## src/rtl/utf8d_pkg.sv

```systemverilog
package utf8d_pkg;

  localparam int unsigned BYTE_W     = 8;
  localparam int unsigned CP_W       = 21;
  localparam int unsigned MAX_RES    = 4;
  localparam int unsigned RES_IDX_W  = 2;
  localparam int unsigned HOLD_DEPTH = 3;
  localparam int unsigned CONT_BITS  = 6;

  localparam logic [BYTE_W-1:0] CONT_MASK = 8'hC0;
  localparam logic [BYTE_W-1:0] CONT_TAG  = 8'h80;
  localparam logic [2:0]        LEAD2_TAG = 3'h6;
  localparam logic [3:0]        LEAD3_TAG = 4'hE;
  localparam logic [4:0]        LEAD4_TAG = 5'h1E;

  typedef enum logic [2:0] {
    SEQ_IDLE = 3'd0,
    SEQ_LEN2 = 3'd2,
    SEQ_LEN3 = 3'd3,
    SEQ_LEN4 = 3'd4
  } seq_len_t;

  typedef struct packed {
    logic [BYTE_W-1:0] byte_in;
    logic              end_of_string;
  } in_word_t;

  typedef struct packed {
    logic [CP_W-1:0] code_point;
    logic            last_of_run;
    logic            string_done;
  } out_word_t;

  typedef struct packed {
    logic [MAX_RES-1:0][CP_W-1:0] cps;
    logic [RES_IDX_W-1:0]         last_idx;
    logic                         eos;
  } burst_t;

  typedef struct packed {
    logic full;
    logic empty;
  } fifo_status_t;

  function automatic logic [CP_W-1:0] zext_byte(input logic [BYTE_W-1:0] b);
    return {{(CP_W-BYTE_W){1'b0}}, b};
  endfunction

endpackage

```

## src/rtl/utf8d_front.sv

```systemverilog
module utf8d_front (
  input  logic                clk,
  input  logic                rst_n,
  input  logic                in_valid,
  output logic                in_stall,
  input  utf8d_pkg::in_word_t in_data,
  input  logic                full,
  output logic                push,
  output utf8d_pkg::burst_t   push_data
);

  logic [utf8d_pkg::BYTE_W-1:0] held_r   [utf8d_pkg::HOLD_DEPTH];
  logic [utf8d_pkg::BYTE_W-1:0] held_nxt [utf8d_pkg::HOLD_DEPTH];
  logic [1:0]                   held_cnt_r, held_cnt_nxt;
  utf8d_pkg::seq_len_t          seq_r, seq_nxt;
  logic [utf8d_pkg::CP_W-1:0]   part_r, part_nxt;

  logic                         accept;
  logic [utf8d_pkg::BYTE_W-1:0] b;
  logic                         eos;
  logic                         fresh;
  logic [2:0]                   n;
  logic [2:0]                   after;
  logic [utf8d_pkg::CP_W-1:0]   pv;
  logic [utf8d_pkg::CP_W-1:0]   cps [utf8d_pkg::MAX_RES];
  utf8d_pkg::seq_len_t          len;
  logic [utf8d_pkg::CP_W-1:0]   lead_bits;

  assign in_stall = full;
  assign accept   = in_valid && !full;

  always_comb begin
    b     = in_data.byte_in;
    eos   = in_data.end_of_string;
    fresh = 1'b1;
    n     = 3'd0;
    after = {1'b0, held_cnt_r} + 3'd1;
    pv    = {part_r[utf8d_pkg::CP_W-utf8d_pkg::CONT_BITS-1:0], b[utf8d_pkg::CONT_BITS-1:0]};
    for (int k = 0; k < utf8d_pkg::MAX_RES; k++) begin
      cps[k] = '0;
    end
    for (int k = 0; k < utf8d_pkg::HOLD_DEPTH; k++) begin
      held_nxt[k] = held_r[k];
    end
    held_cnt_nxt = held_cnt_r;
    seq_nxt      = seq_r;
    part_nxt     = part_r;
    len          = utf8d_pkg::SEQ_IDLE;
    lead_bits    = '0;

    if (seq_r != utf8d_pkg::SEQ_IDLE) begin
      if ((b & utf8d_pkg::CONT_MASK) == utf8d_pkg::CONT_TAG) begin
        fresh    = 1'b0;
        part_nxt = pv;
        if (after >= 3'(seq_r)) begin
          cps[0] = pv;
          n      = 3'd1;
          seq_nxt = utf8d_pkg::SEQ_IDLE;
        end else if (eos) begin
          for (int k = 0; k < utf8d_pkg::HOLD_DEPTH; k++) begin
            if (2'(k) < held_cnt_r) begin
              cps[k] = utf8d_pkg::zext_byte(held_r[k]);
            end
          end
          for (int k = 0; k < utf8d_pkg::MAX_RES; k++) begin
            if (3'(k) == {1'b0, held_cnt_r}) begin
              cps[k] = utf8d_pkg::zext_byte(b);
            end
          end
          n = after;
        end else if (held_cnt_r != 2'd3) begin
          held_nxt[held_cnt_r] = b;
          held_cnt_nxt         = after[1:0];
        end
      end else begin
        for (int k = 0; k < utf8d_pkg::HOLD_DEPTH; k++) begin
          if (2'(k) < held_cnt_r) begin
            cps[k] = utf8d_pkg::zext_byte(held_r[k]);
          end
        end
        n       = {1'b0, held_cnt_r};
        seq_nxt = utf8d_pkg::SEQ_IDLE;
      end
      if (seq_nxt == utf8d_pkg::SEQ_IDLE) begin
        for (int k = 0; k < utf8d_pkg::HOLD_DEPTH; k++) begin
          held_nxt[k] = '0;
        end
        held_cnt_nxt = 2'd0;
        part_nxt     = '0;
      end
    end

    if (fresh) begin
      priority if (!b[7]) begin
        len = utf8d_pkg::SEQ_IDLE;
      end else if (b[7:5] == utf8d_pkg::LEAD2_TAG) begin
        len       = utf8d_pkg::SEQ_LEN2;
        lead_bits = utf8d_pkg::CP_W'(b[4:0]);
      end else if (b[7:4] == utf8d_pkg::LEAD3_TAG) begin
        len       = utf8d_pkg::SEQ_LEN3;
        lead_bits = utf8d_pkg::CP_W'(b[3:0]);
      end else if (b[7:3] == utf8d_pkg::LEAD4_TAG) begin
        len       = utf8d_pkg::SEQ_LEN4;
        lead_bits = utf8d_pkg::CP_W'(b[2:0]);
      end else begin
        len = utf8d_pkg::SEQ_IDLE;
      end
      if (len == utf8d_pkg::SEQ_IDLE || eos) begin
        for (int k = 0; k < utf8d_pkg::MAX_RES; k++) begin
          if (3'(k) == n) begin
            cps[k] = utf8d_pkg::zext_byte(b);
          end
        end
        n = n + 3'd1;
      end else begin
        held_nxt[0]  = b;
        held_nxt[1]  = '0;
        held_nxt[2]  = '0;
        held_cnt_nxt = 2'd1;
        seq_nxt      = len;
        part_nxt     = lead_bits;
      end
    end

    if (eos) begin
      for (int k = 0; k < utf8d_pkg::HOLD_DEPTH; k++) begin
        held_nxt[k] = '0;
      end
      held_cnt_nxt = 2'd0;
      seq_nxt      = utf8d_pkg::SEQ_IDLE;
      part_nxt     = '0;
    end
  end

  always_comb begin
    push               = accept && (n != 3'd0);
    push_data.last_idx = utf8d_pkg::RES_IDX_W'(n - 3'd1);
    push_data.eos      = eos;
    for (int k = 0; k < utf8d_pkg::MAX_RES; k++) begin
      push_data.cps[k] = cps[k];
    end
  end

  always_ff @(posedge clk) begin
    if (!rst_n) begin
      for (int k = 0; k < utf8d_pkg::HOLD_DEPTH; k++) begin
        held_r[k] <= '0;
      end
      held_cnt_r <= 2'd0;
      seq_r      <= utf8d_pkg::SEQ_IDLE;
      part_r     <= '0;
    end else if (accept) begin
      for (int k = 0; k < utf8d_pkg::HOLD_DEPTH; k++) begin
        held_r[k] <= held_nxt[k];
      end
      held_cnt_r <= held_cnt_nxt;
      seq_r      <= seq_nxt;
      part_r     <= part_nxt;
    end
  end

endmodule

```

## src/rtl/utf8d_fifo.sv

```systemverilog
module utf8d_fifo #(
  parameter int unsigned DEPTH = 4
) (
  input  logic                   clk,
  input  logic                   rst_n,
  input  logic                   push,
  input  utf8d_pkg::burst_t      push_data,
  input  logic                   pop,
  output utf8d_pkg::burst_t      head,
  output utf8d_pkg::fifo_status_t status
);

  localparam int unsigned AW = (DEPTH > 1) ? $clog2(DEPTH) : 1;

  utf8d_pkg::burst_t mem_r [DEPTH];
  logic [AW-1:0]     wr_ptr_r, wr_ptr_nxt;
  logic [AW-1:0]     rd_ptr_r, rd_ptr_nxt;
  logic [AW:0]       count_r, count_nxt;
  logic              do_push, do_pop;

  assign status.full  = (count_r == (AW+1)'(DEPTH));
  assign status.empty = (count_r == '0);
  assign do_push      = push && !status.full;
  assign do_pop       = pop && !status.empty;
  assign head         = mem_r[rd_ptr_r];

  always_comb begin
    wr_ptr_nxt = wr_ptr_r;
    rd_ptr_nxt = rd_ptr_r;
    count_nxt  = count_r;
    if (do_push) begin
      wr_ptr_nxt = (wr_ptr_r == AW'(DEPTH-1)) ? '0 : wr_ptr_r + AW'(1);
    end
    if (do_pop) begin
      rd_ptr_nxt = (rd_ptr_r == AW'(DEPTH-1)) ? '0 : rd_ptr_r + AW'(1);
    end
    if (do_push && !do_pop) begin
      count_nxt = count_r + (AW+1)'(1);
    end else if (do_pop && !do_push) begin
      count_nxt = count_r - (AW+1)'(1);
    end
  end

  always_ff @(posedge clk) begin
    if (do_push) begin
      mem_r[wr_ptr_r] <= push_data;
    end
  end

  always_ff @(posedge clk) begin
    if (!rst_n) begin
      wr_ptr_r <= '0;
      rd_ptr_r <= '0;
      count_r  <= '0;
    end else begin
      wr_ptr_r <= wr_ptr_nxt;
      rd_ptr_r <= rd_ptr_nxt;
      count_r  <= count_nxt;
    end
  end

endmodule

```

## src/rtl/utf8d_back.sv

```systemverilog
module utf8d_back (
  input  logic                      clk,
  input  logic                      rst_n,
  input  utf8d_pkg::burst_t         head,
  input  utf8d_pkg::fifo_status_t   status,
  output logic                      pop,
  output logic                      out_valid,
  input  logic                      out_stall,
  output utf8d_pkg::out_word_t      out_data
);

  logic [utf8d_pkg::RES_IDX_W-1:0] idx_r, idx_nxt;
  logic                            is_last;
  logic                            take;

  assign out_valid = !status.empty;
  assign is_last   = (idx_r == head.last_idx);
  assign take      = out_valid && !out_stall;
  assign pop       = take && is_last;

  assign out_data.code_point  = head.cps[idx_r];
  assign out_data.last_of_run = is_last;
  assign out_data.string_done = is_last && head.eos;

  always_comb begin
    idx_nxt = idx_r;
    if (take) begin
      idx_nxt = is_last ? '0 : idx_r + utf8d_pkg::RES_IDX_W'(1);
    end
  end

  always_ff @(posedge clk) begin
    if (!rst_n) begin
      idx_r <= '0;
    end else begin
      idx_r <= idx_nxt;
    end
  end

endmodule

```

## src/rtl/utf8_stream_decoder.sv

```systemverilog
// Each taken byte puts its results, if any, into the queue as one entry.
// The decoder takes one byte per cycle while the queue is not full; the
// output side sends one word per cycle unless stalled, one word per result.
// A queue of FIFO_DEPTH byte results decouples the decoder from the output.
// Reset (rst_n low, synchronous) empties the queue and leaves the decoder idle.
module utf8_stream_decoder #(
  parameter int unsigned FIFO_DEPTH = 4
) (
  input  logic                 clk,
  input  logic                 rst_n,
  input  logic                 in_valid,
  output logic                 in_stall,
  input  utf8d_pkg::in_word_t  in_data,
  output logic                 out_valid,
  input  logic                 out_stall,
  output utf8d_pkg::out_word_t out_data
);

  logic                    push;
  logic                    pop;
  utf8d_pkg::burst_t       push_data;
  utf8d_pkg::burst_t       head;
  utf8d_pkg::fifo_status_t status;

  utf8d_front u_front (
    .clk       (clk),
    .rst_n     (rst_n),
    .in_valid  (in_valid),
    .in_stall  (in_stall),
    .in_data   (in_data),
    .full      (status.full),
    .push      (push),
    .push_data (push_data)
  );

  utf8d_fifo #(
    .DEPTH (FIFO_DEPTH)
  ) u_fifo (
    .clk       (clk),
    .rst_n     (rst_n),
    .push      (push),
    .push_data (push_data),
    .pop       (pop),
    .head      (head),
    .status    (status)
  );

  utf8d_back u_back (
    .clk       (clk),
    .rst_n     (rst_n),
    .head      (head),
    .status    (status),
    .pop       (pop),
    .out_valid (out_valid),
    .out_stall (out_stall),
    .out_data  (out_data)
  );

endmodule

```

## config.mk

```make
export PLATFORM = sky130hd
export DESIGN_NAME = utf8_stream_decoder
export DESIGN_NICKNAME = d
export VERILOG_FILES = /design/src/rtl/utf8d_pkg.sv /design/src/rtl/utf8d_front.sv /design/src/rtl/utf8d_fifo.sv /design/src/rtl/utf8d_back.sv /design/src/rtl/utf8_stream_decoder.sv
export SDC_FILE = /design/constraint.sdc
export NUM_CORES = 1
export LEC_CHECK = 0
export BUFFER_PORTS_ARGS = -buffer_cell sky130_fd_sc_hd__buf_4
export CAP_MARGIN = 40
export CORE_UTILIZATION = 25
export DETAILED_ROUTE_END_ITERATION = 8
export HOLD_SLACK_MARGIN = 0.15
export SYNTH_ARGS = -nofsm -noshare
export SYNTH_HDL_FRONTEND = slang
export SYNTH_HIERARCHICAL = 1
export SYNTH_SLANG_ARGS = --single-unit
```

## constraint.sdc

```tcl
create_clock -name clk -period 12.5 [get_ports clk]
set_input_delay 1.875 -clock clk [delete_from_list [all_inputs] [get_ports clk]]
set_output_delay 1.875 -clock clk [all_outputs]
set_load 0.03 [all_outputs]
```

==> results of run 1 <==
## cell type report
cell class                      count  area [µm²]
Multi-Input combinational cell    472        4930
Sequential cell                   403       11800
Clock inverter                     10        58.8
Tap cell                          882        1100
Inverter                           18        67.6
Fill cell                        6737       48800
Timing Repair Buffer               58         547
Clock buffer                       65        1200
## power breakdown
group	leakage [nW]	switching, mW	internal [mW]	total [mW]
logic	1.93	0.434	0.327	0.762
registers	3.78	0.0644	1.68	1.74
clock network	0.609	0.483	0.660	1.14
## synth_stat cells (all sizes together) (2+ instances only)
| cell type | instances |
|---|---|
| nand2 | 35 |
| edfxtp | 372 |
| mux4 | 108 |
| a221o | 3 |
| o211ai | 4 |
| dfxtp | 31 |
| o31ai | 3 |
| o21ai | 20 |
| nor3 | 6 |
| inv | 18 |
| nor2 | 43 |
| ha | 19 |
| buf | 76 |
| a22o | 23 |
| or2 | 2 |
| xor2 | 3 |
| nor3b | 4 |
| or3 | 6 |
| mux2i | 17 |
| o32ai | 2 |
| a211o | 3 |
| nand3 | 4 |
| a211oi | 4 |
| clkbuf | 23 |
| o41ai | 3 |
| and3 | 18 |
| nor4 | 4 |
| a21oi | 26 |
| nand3b | 2 |
| o22ai | 4 |
| nand2b | 6 |
| o2111a | 2 |
| and2 | 13 |
| nand4 | 2 |
| a2111oi | 2 |
| nor2b | 10 |
| a32o | 6 |
| a22oi | 5 |
| o221ai | 7 |
| a2bb2oi | 2 |
## metal layers
layer / part of all wire [%] / vias to the layer above / GRT usage, %
met5: 0 / - / 0
met4: 2.0 / 0 / 2.70
met3: 4.0 / 55 / 1.66
met2: 48 / 207 / 16.8
met1: 46 / 4527 / 14.5
li1: - / 3867 / -
## worst max path at each step
stage / slack, ns / end / start / depth (start not counted)
floorplan: 5.80 / u_fifo/mem_r[0][0]$_DFFE_PP_ / in_data[7] / 14
global placement: 5.80 / u_fifo/mem_r[0][45]$_DFFE_PP_ / in_data[7] / 13
detailed placement: 5.88 / u_fifo/mem_r[3][83]$_DFFE_PP_ / in_data[7] / 14
CTS: 6.42 / out_data[18] / register / 5
global route: 6.09 / u_fifo/mem_r[3][45]$_DFFE_PP_ / in_data[7] / 14
finish: 6.45 / u_fifo/mem_r[1][45]$_DFFE_PP_ / in_data[7] / 14
## registers in the layout, indices dropped and copies added (netlist names), named ones only
name                cells
u_fifo/wr_ptr_r         2
u_front/seq_r           3
u_fifo/count_r          3
u_front/held_r         24
u_fifo/mem_r          348
u_front/held_cnt_r      2
u_front/part_r         15
u_fifo/rd_ptr_r         2
u_back/idx_r            2
## logic make-up (layout without fill, tap and decap cells)
logic type / Yosys count / count (layout) / share of synthesized area, %
AOI/OAI and AO/OA: 127 / 127 / 5.85
DFF: 403 / 403 / 68.2
adders and majority gates: 20 / 20 / 1.49
buffers and inverters: 117 / 151 / 4.23
and+or+nand+nor: 157 / 157 / 4.88
muxes: 125 / 125 / 15.1
xor gates and xnor gates: 4 / 4 / 0.203
other: 1 / 39 / 0.0217
## worst max-delay path: stages
cell and delay (ns):
buf_4 0.15, and2b_1 0.74, a21oi_1 0.16, a211oi_1 0.51, inv_1 0.14, ha_1 0.32
mux2i_1 0.07, ha_1 0.22, o21a_1 0.10, a21oi_1 0.13, nor2b_1 0.47, and2_4 0.53
buf_4 0.48, buf_16 0.27
==> reports/qor.json, run 1 <==
{
  "synth-seq-cells": 403,
  "synthCells": 954,
  "postCtsResizedCells": 0,
  "first_pass_iters": 5,
  "grt_pass1_vias": 8724,
  "ant_nets": 0,
  "port_buffers": 37,
  "core_area_um2": 68500,
  "yosysWarningCount": 6,
  "holdWs_ns": 0.473,
  "design_area_um2": 19700,
  "worstSkewPairLatency_ns": 0.53,
  "areaGrowthSynthToFinish_pct": 14.0,
  "final_nets": 1027,
  "reg2reg_slack_ns": 6.80,
  "cts.reportedPaths.clkPinSlew_ns": 0.06,
  "routed_via_density": 4.54,
  "cts_root_buffer": "clkbuf_16",
  "die_h_um": 265,
  "critical_path_arrival_ns": 6.26,
  "timing.final.crit_share_pct": 48.4,
  "synth-edff-count": 372,
  "status": "finished, final reports clean",
  "post_route_cells_drive_above_1_share_pct": 23.5,
  "die_area_um2": 70200,
  "post_cts_buffers": 0,
  "global_router_s_overall_resource_usage_pct": 10.4,
  "antennaDiodeCount": 0,
  "cts_hold_repair.buffers": 0,
  "placement_cell_area_um2": 18400,
  "drt-wirelength-per-cell_um": 19.3,
  "placementRows": 96,
  "cts.sinks": 403,
  "power.total_mw": 3.65,
  "setup_tns_ns": 0,
  "post_synth_instance_area_um2": 17300,
  "vdd_ir_drop_max_uv": 108,
  "critPathRequiredTime_ns": 12.71,
  "grt_first_pass_wirelength_mm": 55.9,
  "post_route_wl_mm": 36.8,
  "prevailing_post_synth_register_cell": "edfxtp_1",
  "remaining_drc_errors": 0,
  "cts-htree-levels": 2,
  "gpl.final_weighted_congestion": 0.854,
  "synth-async-reset-ratio_pct": 0,
  "power_density_nw_per_um2": 185,
  "dpl.hpwl_mm": 23.7,
  "initial_utilization_pct": 25.3,
  "ys_types": 70,
  "final_setup_fails": 0,
  "critical_path.endpoint_type": "register",
  "worstHoldEndpoint": "u_front/part_r[9]$_SDFFE_PN0P_",
  "netlist_top_cells_area": "edfxtp_1 65%, mux4_2 14%, dfxtp_1 3.6%",
  "cts_max_path_buffers": 3,
  "tightest_slew_ns": 0.855,
  "number_of_antenna_violations_at_the_first_check_in_global_routing": 2,
  "fin_cells": 1908,
  "timing.max_cap.violations": 0,
  "timing.final.max_slew_violations": 0,
  "most-common-layout-cells": "372 x edfxtp_1, 105 x mux4_2, 51 x buf_4",
  "rsz0062_at_grt": "no",
  "start_kind": "primary input",
  "preCtsSetupSlack_ns": 5.88,
  "yosys.area.top_type_share_pct": 64.6,
  "reg2regPathDepth": 16,
  "synth_sequential_area_ratio_pct": 68.2,
  "maxClockFrequency_mhz": 165,
  "tritoncts": "done",
  "finalHoldViolCount": 0,
  "min_period_ns": 6.05,
  "finalCoreUtilization_pct": 28.8,
  "path_class": "in -> reg",
  "cts-buffers-inserted": 41,
  "placed_cells_incl_taps": 1832,
  "i_o_pin_total": 38,
  "cp_max_fo": 36,
  "fp.dieW_um": 265,
  "drt_iter0_drc": 698,
  "via_count": 8656,
  "rr_endpoint": "u_fifo/mem_r[1][45]$_DFFE_PP_",
  "timing.max_slew.rel_slack_pct": 42.8,
  "holdPathStages": 1,
  "globalRouteOverflowTotal": 0,
  "setup_slack_ns": 6.45,
  "reg2reg_from": "u_front/held_cnt_r[0]$_SDFFE_PN0P_",
  "holdCritPathClass": "reg -> reg",
  "avgSynthCellArea_um2": 18.1,
  "synth_top_area_cell": "edfxtp_1",
  "total_leakage_power_nw": 6.31,
  "mostFrequentLayoutCell": "edfxtp_1",
  "holdCritStartpoint": "u_front/part_r[9]$_SDFFE_PN0P_",
  "skew_ns": 0.0148,
  "largest_net_degree_at_the_start_of_global_routing": 55
}
No activity file was read; power rests on OpenSTA's default activity.
==> inputs of run 2 (changes only) <==
==> constraint.sdc (replaced) <==
create_clock -name clk -period 5.6 [get_ports clk]
set_input_delay 0.84 -clock clk [delete_from_list [all_inputs] [get_ports clk]]
set_output_delay 0.84 -clock clk [all_outputs]
set_load 0.03 [all_outputs]
==> run 2 against run 1 <==
Net effect: worst hold slack got worse by 0.0052 ns; global-route usage barely moved; utilization is 0.18 points higher; sequential share of layout area decreased by 0.36 points; design area increased by 0.61%; sequential power rose by 120%; clock skew increased by 0.011 ns; combinational power rose by 130%; cell count rose by 0.52%; largest power group unchanged.
==> reports/qor.json, run 2 (synthesized netlist as in run 1, its figures left out) <==
{
  "status": "finished, final reports clean",
  "placed_cells_incl_taps": 1841,
  "multi_input_area_um2": 4930,
  "combPwrFrac_pct": 21.5,
  "postCtsResizedCells": 0,
  "largest_registers_ranked_by_flip_flop_count": "u_fifo/mem_r: 348 flops, u_front/held_r: 24 flops, u_front/part_r: 15 flops",
  "post_cts_buffers": 0,
  "grt_first_pass_wirelength_mm": 55.9,
  "rsz0062_at_grt": "no",
  "vdd_ir_drop_max_uv": 255,
  "port_buffers": 37,
  "core_area_um2": 68500,
  "skew_ns": 0.0256,
  "ant_nets": 0,
  "critical-path-top-cell-by-count": "ha_1",
  "mostFrequentLayoutCell": "edfxtp_1",
  "remaining_drc_errors": 0,
  "timing.max_slew.rel_slack_pct": 38.1,
  "dpl.hpwl_mm": 23.5,
  "antennaDiodeCount": 0,
  "first_pass_iters": 5,
  "gpl.final_weighted_congestion": 0.847,
  "initial_utilization_pct": 25.3,
  "drt_iter0_drc": 683,
  "cts-buffers-inserted": 42,
  "power_switching_share_pct": 27.5,
  "die_h_um": 265,
  "via_count": 8757,
  "global_router_s_overall_resource_usage_pct": 10.4,
  "cpLargestDelayFamily": "adder cells",
  "tritoncts": "done",
  "placementRows": 96,
  "post_route_wl_mm": 36.9,
  "cts-htree-levels": 2,
  "cts_max_path_buffers": 3,
  "post_route_cells_drive_above_1_share_pct": 24.6,
  "cp_max_fo": 10,
  "cts_hold_repair.buffers": 0,
  "total_leakage_power_nw": 6.38,
  "timing.final.crit_share_pct": 92.2,
  "power_density_nw_per_um2": 414,
  "clock_power_share_pct": 31.5,
  "final_nets": 1036,
  "areaGrowthSynthToFinish_pct": 14.6,
  "critical_path.max_stage_delay_ns": 0.55,
  "number_of_antenna_violations_at_the_first_check_in_global_routing": 2,
  "cp_bufs_invs": 4,
  "grt_pass1_vias": 8843,
  "critical_path.endpoint_type": "register",
  "critical_path_arrival_ns": 5.62,
  "holdCritStartpoint": "u_front/part_r[14]$_SDFFE_PN0P_",
  "die_area_um2": 70200,
  "timing.final.max_slew_violations": 0,
  "reg2reg_from": "u_front/held_cnt_r[0]$_SDFFE_PN0P_",
  "path_class": "reg -> reg",
  "maxClockFrequency_mhz": 194,
  "fin_cells": 1918,
  "number_of_flip_flops_in_the_largest_register": 348,
  "share_seq_of_total_power_pct": 47.1,
  "worstSkewPairLatency_ns": 0.55,
  "timing.max_cap.violations": 0,
  "globalRouteOverflowTotal": 0,
  "finalCoreUtilization_pct": 29.0,
  "holdCritPathClass": "reg -> reg",
  "start_kind": "register",
  "cp_slowest_cell": "dfxtp_1",
  "registers.top_by_ff_count": "u_fifo/mem_r",
  "fp.dieW_um": 265,
  "routed_via_density": 4.57,
  "setup_tns_ns": 0,
  "tightest_slew_ns": 0.927,
  "most-common-layout-cells": "372 x edfxtp_1, 105 x mux4_2, 56 x buf_4",
  "largest_net_degree_at_the_start_of_global_routing": 46,
  "power_switching_mw": 2.26,
  "final_setup_fails": 0,
  "worstPathCellList": "inv_1 > ha_1 > ha_1 > a211oi_4 > o21ai_4 > a211oi_1 > inv_1 > ha_1 > mux2i_1 > ha_1 > o21a_1 > a21oi_1 > nor2b_1 > buf_4 > ha_1 > inv_1 > fa_1 > xor2_1 > or3_1 > a21boi_0",
  "critPathRequiredTime_ns": 6.06,
  "drt-wirelength-per-cell_um": 19.2,
  "cts.sinks": 403,
  "holdWs_ns": 0.468,
  "cts_root_buffer": "clkbuf_16",
  "ff_latch_area_um2": 11800,
  "min_period_ns": 5.16,
  "num-fill-cells": 6723,
  "i_o_pin_total": 38,
  "cts.reportedPaths.clkPinSlew_ns": 0.06,
  "cp-startpoint": "u_front/held_cnt_r[0]$_SDFFE_PN0P_",
  "internal_power_mw": 5.96,
  "finalHoldViolCount": 0
}
-- run 2: changes by cell type in the layout (fill, tap and decap cells not counted), sizes merged --
cell | previous run | this run
clkbuf | 65 | 50
clkinv | 7 | 23
bufinv | 0 | 1
buf | 58 | 66
-- run 2: final cells by class --
cell class	instances	area share [%]
sequential	403	59.5
multi-input combinational	472	24.9
tap	882	5.57
clock buffer	50	5.56
timing repair buffer	66	3.21
clock inverter	27	0.915
inverter	18	0.341
-- run 2: per-stage QoR --
stage / total power, mW / area [µm²] / setup WS (ns)
after floorplan: 5.13 / 17400 / 0.696
after global placement: 5.72 / 18500 / 0.588
after detailed placement: 5.76 / 18500 / 0.498
after CTS: 8.37 / 19800 / 0.459
after global routing: 8.57 / 19800 / 0.00820
final: 8.22 / 19800 / 0.439
-- run 2: worst paths after layout --
path	to	slack, ns	cells past startpoint
min	u_front/part_r[14]$_SDFFE_PN0P_	0.47	1
max	u_fifo/count_r[2]$_SDFFE_PN0P_	0.44	20
min reg2reg	u_front/part_r[14]$_SDFFE_PN0P_	0.47	1
max reg2reg	u_fifo/count_r[2]$_SDFFE_PN0P_	0.44	20
-- run 2: layer usage --
metal  GRT usage, %  vias up  share of wire, %
met5              0        -             0.035
met4           2.72        2               1.7
met3           2.02       50               5.5
met2           17.1      230                48
met1           14.2     4582                44
li1               -     3893                 -
-- run 2: power groups by stage --
stage	clock, mW	combinational (mW)	sequential [mW]
finish	2.59	1.76	3.87
global placement	0	1.81	3.91
floorplan	0	1.24	3.89
detailed placement	0	1.83	3.93
CTS	2.66	1.83	3.87
global route	2.77	1.90	3.90
-- run 2: worst reg2reg max path: stages (launching register included) --
cell and delay, ns:
dfxtp_1 0.55, inv_1 0.13, ha_1 0.34, ha_1 0.34
a211oi_4 0.41, o21ai_4 0.18, a211oi_1 0.49, inv_1 0.13
ha_1 0.30, mux2i_1 0.06, ha_1 0.20, o21a_1 0.10
a21oi_1 0.14, nor2b_1 0.17, buf_4 0.19, ha_1 0.21
inv_1 0.08, fa_1 0.44, xor2_1 0.16, or3_1 0.30
a21boi_0 0.18
